**src/rtl/pwmp_pkg.sv**
```systemverilog
// ----------------------------------------------------------------------------
// pwmp_pkg
// Shared types and codes for the peer-wire message parser.
// ----------------------------------------------------------------------------
package pwmp_pkg;

  // parse phases
  localparam logic [3:0] PH_HS_LEN      = 4'd0;
  localparam logic [3:0] PH_HS_PROTO    = 4'd1;
  localparam logic [3:0] PH_HS_RESERVED = 4'd2;
  localparam logic [3:0] PH_HS_INFO     = 4'd3;
  localparam logic [3:0] PH_HS_PEER     = 4'd4;
  localparam logic [3:0] PH_LEN         = 4'd5;
  localparam logic [3:0] PH_ID          = 4'd6;
  localparam logic [3:0] PH_REQ         = 4'd7;
  localparam logic [3:0] PH_PHDR        = 4'd8;
  localparam logic [3:0] PH_PDATA       = 4'd9;
  localparam logic [3:0] PH_BITF        = 4'd10;
  localparam logic [3:0] PH_HALT        = 4'd11;

  // result kinds
  localparam logic [3:0] KIND_INFOHASH    = 4'd0;
  localparam logic [3:0] KIND_PEER_ID     = 4'd1;
  localparam logic [3:0] KIND_REQUEST     = 4'd2;
  localparam logic [3:0] KIND_PIECE_HDR   = 4'd3;
  localparam logic [3:0] KIND_PIECE_DATA  = 4'd4;
  localparam logic [3:0] KIND_BITFIELD    = 4'd5;
  localparam logic [3:0] KIND_KEEPALIVE   = 4'd6;
  localparam logic [3:0] KIND_BAD_PSTRLEN = 4'd7;
  localparam logic [3:0] KIND_UNKNOWN_ID  = 4'd8;
  localparam logic [3:0] KIND_SHORT_PIECE = 4'd9;

  // message ids and sizes
  localparam logic [7:0]  ID_BITFIELD    = 8'd5;
  localparam logic [7:0]  ID_REQUEST     = 8'd6;
  localparam logic [7:0]  ID_PIECE       = 8'd7;
  localparam logic [7:0]  PSTRLEN        = 8'd19;
  localparam logic [31:0] PIECE_OVERHEAD = 32'd9;
  localparam logic [31:0] BITF_OVERHEAD  = 32'd1;
  localparam logic [31:0] PROTO_LAST     = 32'd18;
  localparam logic [31:0] RESERVED_LAST  = 32'd7;
  localparam logic [31:0] ID_LAST        = 32'd19;
  localparam logic [31:0] LEN_LAST       = 32'd3;
  localparam logic [31:0] REQ_LAST       = 32'd11;
  localparam logic [31:0] PHDR_LAST      = 32'd7;

  typedef struct packed {
    logic       valid;
    logic [7:0] value;
  } byte_item_t;

  typedef struct packed {
    logic [3:0]  kind;
    logic [34:0] flag_base;
    logic [7:0]  bit_flags;
    logic [31:0] block_length;
    logic [31:0] block_begin;
    logic [31:0] piece_index;
    logic [7:0]  data_byte;
    logic [4:0]  hs_position;
    logic        last;
  } res_t;

endpackage

```
**src/rtl/peer_wire_message_parser.sv**
```systemverilog
// ----------------------------------------------------------------------------
// peer_wire_message_parser
// Parses a peer-wire byte stream: handshake check, then message deframing.
// ----------------------------------------------------------------------------
// A result passes from the input register through the core into the result
// register before it is presented on the master side. Throughput: one byte
// per cycle while the result side has room, set by the single-pass core
// between the input register and the result register with skid entry.
// Reset (rst, synchronous) returns to the handshake length byte and clears
// all counters and accumulators; an error halts parsing until reset.
module peer_wire_message_parser
  import pwmp_pkg::*;
(
  input  logic         clk,
  input  logic         rst,
  input  logic         s_tvalid,
  output logic         s_tready,
  input  logic [7:0]   s_tdata,   // byte_value
  output logic         m_tvalid,
  input  logic         m_tready,
  output logic [151:0] m_tdata,   // hs_position[4:0], data_byte[12:5],
                                  // piece_index[44:13], block_begin[76:45],
                                  // block_length[108:77], bit_flags[116:109],
                                  // flag_base[151:117]
  output logic [3:0]   m_tuser,   // kind
  output logic         m_tlast    // last
);

  byte_item_t item;
  res_t       res;
  logic       res_valid;
  logic       out_ready;
  logic       take;

  // advance the held byte whenever the result side has room
  assign take = item.valid && out_ready;

  pwmp_in_reg u_in_reg (
    .clk      (clk),
    .rst      (rst),
    .s_tvalid (s_tvalid),
    .s_tready (s_tready),
    .s_tdata  (s_tdata),
    .take     (take),
    .item     (item)
  );

  pwmp_core u_core (
    .clk       (clk),
    .rst       (rst),
    .take      (take),
    .in_byte   (item.value),
    .res_valid (res_valid),
    .res       (res)
  );

  pwmp_out_reg u_out_reg (
    .clk       (clk),
    .rst       (rst),
    .push      (take && res_valid),
    .push_res  (res),
    .out_ready (out_ready),
    .m_tvalid  (m_tvalid),
    .m_tready  (m_tready),
    .m_tdata   (m_tdata),
    .m_tuser   (m_tuser),
    .m_tlast   (m_tlast)
  );

endmodule

```
**src/rtl/pwmp_in_reg.sv**
```systemverilog
// ----------------------------------------------------------------------------
// pwmp_in_reg
// Input register holding one received byte for the parser core.
// ----------------------------------------------------------------------------
module pwmp_in_reg
  import pwmp_pkg::*;
(
  input  logic        clk,
  input  logic        rst,
  input  logic        s_tvalid,
  output logic        s_tready,
  input  logic [7:0]  s_tdata,   // byte_value[7:0]
  input  logic        take,
  output byte_item_t  item
);

  logic       in_valid;
  logic [7:0] in_byte;

  assign s_tready   = !in_valid || take;
  assign item.valid = in_valid;
  assign item.value = in_byte;

  always_ff @(posedge clk) begin
    if (rst) begin
      in_valid <= 1'b0;
    end else if (s_tready) begin
      in_valid <= s_tvalid;
    end
  end

  always_ff @(posedge clk) begin
    if (s_tready) begin
      in_byte <= s_tdata;
    end
  end

endmodule

```
**src/rtl/pwmp_core.sv**
```systemverilog
// ----------------------------------------------------------------------------
// pwmp_core
// Per-byte parse state and result generation for handshake and messages.
// ----------------------------------------------------------------------------
module pwmp_core
  import pwmp_pkg::*;
(
  input  logic       clk,
  input  logic       rst,
  input  logic       take,
  input  logic [7:0] in_byte,
  output logic       res_valid,
  output res_t       res
);

  logic [3:0]  phase, phase_next;
  logic [31:0] byte_count, byte_count_next;
  logic [31:0] frame_length, frame_length_next;
  logic [31:0] index_accum, index_accum_next;
  logic [31:0] begin_accum, begin_accum_next;
  logic [31:0] length_accum, length_accum_next;
  logic [31:0] limit, limit_next;
  logic [31:0] cnt_inc;
  logic [31:0] frame_shift;

  assign cnt_inc     = byte_count + 32'd1;
  assign frame_shift = {frame_length[23:0], in_byte};

  always_comb begin
    phase_next        = phase;
    byte_count_next   = byte_count;
    frame_length_next = frame_length;
    index_accum_next  = index_accum;
    begin_accum_next  = begin_accum;
    length_accum_next = length_accum;
    limit_next        = limit;
    res_valid         = 1'b0;
    res               = '0;

    case (phase)
      PH_HS_LEN: begin
        if (in_byte != PSTRLEN) begin
          res_valid     = 1'b1;
          res.kind      = KIND_BAD_PSTRLEN;
          res.data_byte = in_byte;
          res.last      = 1'b1;
          phase_next    = PH_HALT;
        end else begin
          phase_next      = PH_HS_PROTO;
          byte_count_next = '0;
        end
      end
      PH_HS_PROTO: begin
        byte_count_next = cnt_inc;
        if (byte_count == PROTO_LAST) begin
          phase_next      = PH_HS_RESERVED;
          byte_count_next = '0;
        end
      end
      PH_HS_RESERVED: begin
        byte_count_next = cnt_inc;
        if (byte_count == RESERVED_LAST) begin
          phase_next      = PH_HS_INFO;
          byte_count_next = '0;
        end
      end
      PH_HS_INFO, PH_HS_PEER: begin
        res_valid       = 1'b1;
        res.kind        = (phase == PH_HS_INFO) ? KIND_INFOHASH : KIND_PEER_ID;
        res.hs_position = byte_count[4:0];
        res.data_byte   = in_byte;
        byte_count_next = cnt_inc;
        if (byte_count == ID_LAST) begin
          byte_count_next = '0;
          if (phase == PH_HS_INFO) begin
            phase_next = PH_HS_PEER;
          end else begin
            res.last   = 1'b1;
            phase_next = PH_LEN;
          end
        end
      end
      PH_LEN: begin
        frame_length_next = frame_shift;
        byte_count_next   = cnt_inc;
        if (byte_count == LEN_LAST) begin
          byte_count_next = '0;
          if (frame_shift == '0) begin
            res_valid = 1'b1;
            res.kind  = KIND_KEEPALIVE;
            res.last  = 1'b1;
          end else begin
            phase_next = PH_ID;
          end
        end
      end
      PH_ID: begin
        byte_count_next = '0;
        // remaining payload count, shared by piece and bitfield
        limit_next = frame_length -
                     ((in_byte == ID_PIECE) ? PIECE_OVERHEAD : BITF_OVERHEAD);
        if (in_byte == ID_REQUEST) begin
          phase_next = PH_REQ;
        end else if (in_byte == ID_PIECE) begin
          if (frame_length < PIECE_OVERHEAD) begin
            res_valid     = 1'b1;
            res.kind      = KIND_SHORT_PIECE;
            res.data_byte = in_byte;
            res.last      = 1'b1;
            phase_next    = PH_HALT;
          end else begin
            phase_next = PH_PHDR;
          end
        end else if (in_byte == ID_BITFIELD) begin
          phase_next = (frame_length == BITF_OVERHEAD) ? PH_LEN : PH_BITF;
        end else begin
          res_valid     = 1'b1;
          res.kind      = KIND_UNKNOWN_ID;
          res.data_byte = in_byte;
          res.last      = 1'b1;
          phase_next    = PH_HALT;
        end
      end
      PH_REQ, PH_PHDR: begin
        case (byte_count[3:2])
          2'd0:    index_accum_next  = {index_accum[23:0], in_byte};
          2'd1:    begin_accum_next  = {begin_accum[23:0], in_byte};
          default: length_accum_next = {length_accum[23:0], in_byte};
        endcase
        byte_count_next = cnt_inc;
        if (phase == PH_REQ && byte_count == REQ_LAST) begin
          res_valid        = 1'b1;
          res.kind         = KIND_REQUEST;
          res.piece_index  = index_accum;
          res.block_begin  = begin_accum;
          res.block_length = {length_accum[23:0], in_byte};
          res.last         = 1'b1;
          byte_count_next  = '0;
          phase_next       = PH_LEN;
        end else if (phase == PH_PHDR && byte_count == PHDR_LAST) begin
          res_valid        = 1'b1;
          res.kind         = KIND_PIECE_HDR;
          res.piece_index  = index_accum;
          res.block_begin  = {begin_accum[23:0], in_byte};
          res.block_length = limit;
          byte_count_next  = '0;
          if (limit == '0) begin
            res.last   = 1'b1;
            phase_next = PH_LEN;
          end else begin
            phase_next = PH_PDATA;
          end
        end
      end
      PH_PDATA: begin
        res_valid       = 1'b1;
        res.kind        = KIND_PIECE_DATA;
        res.data_byte   = in_byte;
        byte_count_next = cnt_inc;
        if (cnt_inc == limit) begin
          res.last        = 1'b1;
          byte_count_next = '0;
          phase_next      = PH_LEN;
        end
      end
      PH_BITF: begin
        res_valid       = 1'b1;
        res.kind        = KIND_BITFIELD;
        res.bit_flags   = in_byte;
        res.flag_base   = {byte_count, 3'b000};
        byte_count_next = cnt_inc;
        if (cnt_inc == limit) begin
          res.last        = 1'b1;
          byte_count_next = '0;
          phase_next      = PH_LEN;
        end
      end
      default: begin
        // halted: drop every byte until reset
      end
    endcase
  end

  always_ff @(posedge clk) begin
    if (rst) begin
      phase        <= PH_HS_LEN;
      byte_count   <= '0;
      frame_length <= '0;
      index_accum  <= '0;
      begin_accum  <= '0;
      length_accum <= '0;
      limit        <= '0;
    end else if (take) begin
      phase        <= phase_next;
      byte_count   <= byte_count_next;
      frame_length <= frame_length_next;
      index_accum  <= index_accum_next;
      begin_accum  <= begin_accum_next;
      length_accum <= length_accum_next;
      limit        <= limit_next;
    end
  end

endmodule

```
**src/rtl/pwmp_out_reg.sv**
```systemverilog
// ----------------------------------------------------------------------------
// pwmp_out_reg
// Result register with a skid entry, so upstream ready is registered.
// ----------------------------------------------------------------------------
module pwmp_out_reg
  import pwmp_pkg::*;
(
  input  logic         clk,
  input  logic         rst,
  input  logic         push,
  input  res_t         push_res,
  output logic         out_ready,
  output logic         m_tvalid,
  input  logic         m_tready,
  output logic [151:0] m_tdata,  // hs_position, data_byte, piece_index, block_begin,
                                 // block_length, bit_flags, flag_base
  output logic [3:0]   m_tuser,  // kind
  output logic         m_tlast
);

  res_t main_res;
  res_t skid_res;
  logic skid_valid;
  logic pop;

  assign out_ready = !skid_valid;
  assign pop       = m_tvalid && m_tready;

  assign m_tdata = {main_res.flag_base, main_res.bit_flags, main_res.block_length,
                    main_res.block_begin, main_res.piece_index, main_res.data_byte,
                    main_res.hs_position};
  assign m_tuser = main_res.kind;
  assign m_tlast = main_res.last;

  always_ff @(posedge clk) begin
    if (rst) begin
      m_tvalid   <= 1'b0;
      skid_valid <= 1'b0;
    end else if (pop) begin
      if (skid_valid) begin
        skid_valid <= 1'b0;
      end else begin
        m_tvalid <= push;
      end
    end else if (push) begin
      if (m_tvalid) begin
        skid_valid <= 1'b1;
      end else begin
        m_tvalid <= 1'b1;
      end
    end
  end

  always_ff @(posedge clk) begin
    if (pop) begin
      main_res <= skid_valid ? skid_res : push_res;
    end else if (push) begin
      if (m_tvalid) begin
        skid_res <= push_res;
      end else begin
        main_res <= push_res;
      end
    end
  end

endmodule
```
**config.mk**
```make
export PLATFORM = sky130hd
export DESIGN_NAME = peer_wire_message_parser
export DESIGN_NICKNAME = d
export VERILOG_FILES = /design/src/rtl/pwmp_pkg.sv /design/src/rtl/peer_wire_message_parser.sv /design/src/rtl/pwmp_in_reg.sv /design/src/rtl/pwmp_core.sv /design/src/rtl/pwmp_out_reg.sv
export SDC_FILE = /design/constraint.sdc
export NUM_CORES = 1
export LEC_CHECK = 0
export BUFFER_PORTS_ARGS = -buffer_cell sky130_fd_sc_hd__buf_2
export CORE_MARGIN = 2
export CORE_UTILIZATION = 30
export CTS_BUF_LIST = sky130_fd_sc_hd__clkbuf_16
export CTS_CLUSTER_SIZE = 10
export DETAILED_ROUTE_END_ITERATION = 10
export GPL_TIMING_DRIVEN = 0
export PLACE_DENSITY = 0.58
export SLEW_MARGIN = 20
export SYNTH_ARGS = -nofsm -noshare
export SYNTH_HDL_FRONTEND = slang
export SYNTH_SLANG_ARGS = --single-unit
```
**constraint.sdc**
```tcl
create_clock -name clk -period 17.8 [get_ports clk]
set_clock_uncertainty 0.15 [all_clocks]
set_input_delay 3.56 -clock clk [delete_from_list [all_inputs] [get_ports clk]]
set_output_delay 3.56 -clock clk [all_outputs]
set_load 0.01 [all_outputs]
```
==> run_results.csv <==
group,metric,value,unit
layout,final_nets,2303,
timing,finalMaxSlewViolations,0,
global_route,grt_first_pass_wirelength,103,mm
drt,drt-vias-per-instance,5.06,
power,ir_drop,0.0000662,V
hold_path,hold-path-endpoint,"u_core.index_accum[29]",
layout,seqCellArea,13300,µm²
clock_tree,clkLatencyLatePin,0.64,ns
setup_path,worstSetupPathType,"in2reg",
yosys,syn_area,22700,µm²
setup_path,crit_path_max_fanout,10,
clock_tree,holdBufCountCts,0,
global_route,grt_max_degree,30,
clock_tree,cts_setup_buffers,0,
layout,n_antenna_cell,0,
hold_path,worstHoldPathType,"reg2reg",
setup_path,reg2reg_to,"u_out_reg.skid_res[105]",
clock_tree,clkTransAtPathRegs,0.06,ns
floorplan,die_area,77900,µm²
timing,fmax,173,MHz
drt,first_iter_violations,1178,
place,dpl.hpwl,49.4,mm
clock_tree,cts_resized,0,
yosys,async_flop_share,0,%
place,io_buffers,166,
timing,whs,0.298,ns
timing,period_minus_slack,5.76,ns
floorplan,die_y,279,µm
flow_run,maxCapViolCount,0,
layout,syn_to_final_growth,18.2,%
clock_tree,cts_buffers,59,
floorplan,start_util,30.4,%
layout,drive_above_1_share,19.5,%
floorplan,row_count,100,
global_route,grt_antenna_before_repair,1,
drt,wl,68.6,mm
place,routabilityCongestion,0.886,
timing,worst_pin_slew,1.09,ns
power,power_density,107,nW/µm²
clock_tree,cts_tree,"yes",
setup_path,worstPathArrival,6.07,ns
yosys,synth_ff_type,"edfxtp_1",
yosys,yosys-top-cells-area,"edfxtp_1 42%, dfxtp_1 17%, mux2_2 7.4%",
setup_path,cp.required,18.10,ns
yosys,avgSynthCellArea,11.2,µm²
floorplan,die_w,279,µm
drt,wl_per_cell,20.8,µm
yosys,synth_seq_area_share,58.6,%
yosys,yosys_register_bits,507,
global_route,track_usage,17.3,%
clock_tree,cts_root_buffer,"clkbuf_16",
setup_path,crit_path_end_kind,"flop",
floorplan,coreArea,74700,µm²
clock_tree,cts_sinks,507,
yosys,syn-instance-count,2032,
clock_tree,clock_path_buffers,3,
timing,timing.final.crit_share,32.4,%
hold_path,hold_depth,2,
drt,ant_nets,0,
yosys,synth_largest_area_cell,"edfxtp_1",
setup_path,rr_worst_depth,16,
timing,hold_viol_final,0,
clock_tree,htreeDepth,2,
yosys,synth_edf_count,316,
timing,max-slew-margin-rel,27.5,%
yosys,synthDominantCellAreaShare,41.8,%
layout,fillers,7332,
setup_path,cp-start-kind,"input port",
place,place_ws,11.42,ns
layout,multiInputGateArea,8700,µm²
timing,rsz0062_at_grt,"no",
setup_path,reg2reg_from,"u_core.frame_length[20]",
hold_path,min_from,"u_core.index_accum[29]",
drt,dr.pass1.iters,5,
setup_path,r2r_setup_slack,12.45,ns
drt,drcViolationCount,0,
yosys,ys_types,78,
global_route,gr-total-overflow,0,
floorplan,ios,171,
drt,route.vias.total,16700,
power,power_leakage,0.00961,µW
global_route,first_global_vias,16500,
timing,setup_ws,12.04,ns
outcome,status,"finished, final reports clean",
yosys,yosys_warnings,0,
timing,setup_violations,0,
==> worst max path at each step <==
stage / cells after the start / from / end
detailed placement: 4 / rst / u_core.limit[20]
floorplan: 1 / m_tready / u_out_reg.skid_res[0]
global placement: 2 / m_tready / u_out_reg.skid_res[107]
global route: 4 / rst / u_core.limit[22]
finish: 4 / rst / u_core.limit[22]
CTS: 4 / rst / u_core.limit[22]
==> per-layer routing <==
| metal | wire length, µm | track usage (%) |
|---|---|---|
| met3 | 3560 | 3.00 |
| met5 | 0 | 0 |
| met4 | 1850 | 5.27 |
| met1 | 31200 | 23.2 |
| met2 | 32000 | 28.3 |
==> sequential cells by signal (all words and copies together), names as in the netlist <==
| signal | flops |
|---|---|
| u_in_reg.in_byte | 8 |
| u_core.length_accum | 24 |
| u_out_reg.m_tuser | 4 |
| u_out_reg.m_tvalid | 1 |
| u_core.limit | 32 |
| u_core.index_accum | 32 |
| u_core.frame_length | 32 |
| u_out_reg.m_tdata | 149 |
| u_out_reg.skid_valid | 1 |
| u_core.begin_accum | 32 |
| u_in_reg.in_valid | 1 |
| u_core.phase | 4 |
| u_out_reg.skid_res | 154 |
| u_core.byte_count | 32 |
| u_out_reg.m_tlast | 1 |
==> final cells by class <==
type / count / area share [%]
sequential: 507 / 49.6
multi-input combinational: 1351 / 32.4
clock buffer: 59 / 5.50
tap: 969 / 4.52
timing repair buffer: 190 / 4.33
buffer: 163 / 2.48
clock inverter: 52 / 0.970
inverter: 13 / 0.182
==> synth_stat cells, drive strengths merged, types with 3 or more instances <==
master	count
ha	6
o31ai	5
xor2	27
o211ai	12
nor4	39
and2	94
nand3	41
clkbuf	129
nor2b	16
a311oi	11
o2111ai	3
o21a	7
o211a	3
edfxtp	316
inv	13
nor3b	12
o31a	3
and4	7
mux2i	19
or4	7
nor3	29
or2	6
nand4	29
nand2b	13
dfxtp	191
nor2	91
nand2	320
a31oi	25
a21oi	144
mux2	150
nand3b	6
a22o	65
a211oi	26
xnor2	46
or3	14
buf	34
and3	15
o21ai	29
==> placed cells by master, fill, tap and decap left out, drive strengths merged, types with 65 or more instances in the layout <==
cell type | netlist | layout
a22o | 65 | 65
clkbuf | 129 | 188
nor2 | 91 | 91
nand2 | 320 | 320
a21oi | 144 | 144
edfxtp | 316 | 316
mux2 | 150 | 150
buf | 34 | 224
dfxtp | 191 | 191
and2 | 94 | 94
==> cell families after synthesis <==
group           synth area share (%)
simple gates                    16.4
compound gates                  10.3
xor+xnor                        2.82
flops                           58.6
fa+ha+maj                      0.331
other cells                   0.0165
buf+inv                         3.14
mux                             8.28
==> critical path: stages <==
cell      delay [ns]
clkbuf_1        0.78
buf_1           0.74
clkbuf_1        0.85
a211oi_1        0.11
==> report_power, final <==
| part | internal [µW] | leakage (µW) | switching [µW] | total [µW] |
|---|---|---|---|---|
| clock network | 598 | 0.000997 | 489 | 1090 |
| registers | 1370 | 0.00446 | 34.0 | 1400 |
| logic | 142 | 0.00415 | 253 | 396 |
==> metrics by stage <==
step	instance area (µm²)	setup TNS (ns)	cells	power, µW	util (%)
2_1_floorplan	22700	0	2034	1680	-
3_3_place_gp	24800	-739.86	3169	1860	33.1
5_1_grt	26800	0	3304	3000	35.9
3_5_place_dp	25100	0	3193	1830	33.6
6_report	26800	0	3304	2880	35.9
4_1_cts	26800	0	3304	2920	35.9
Power figures use the tool's default switching activity.
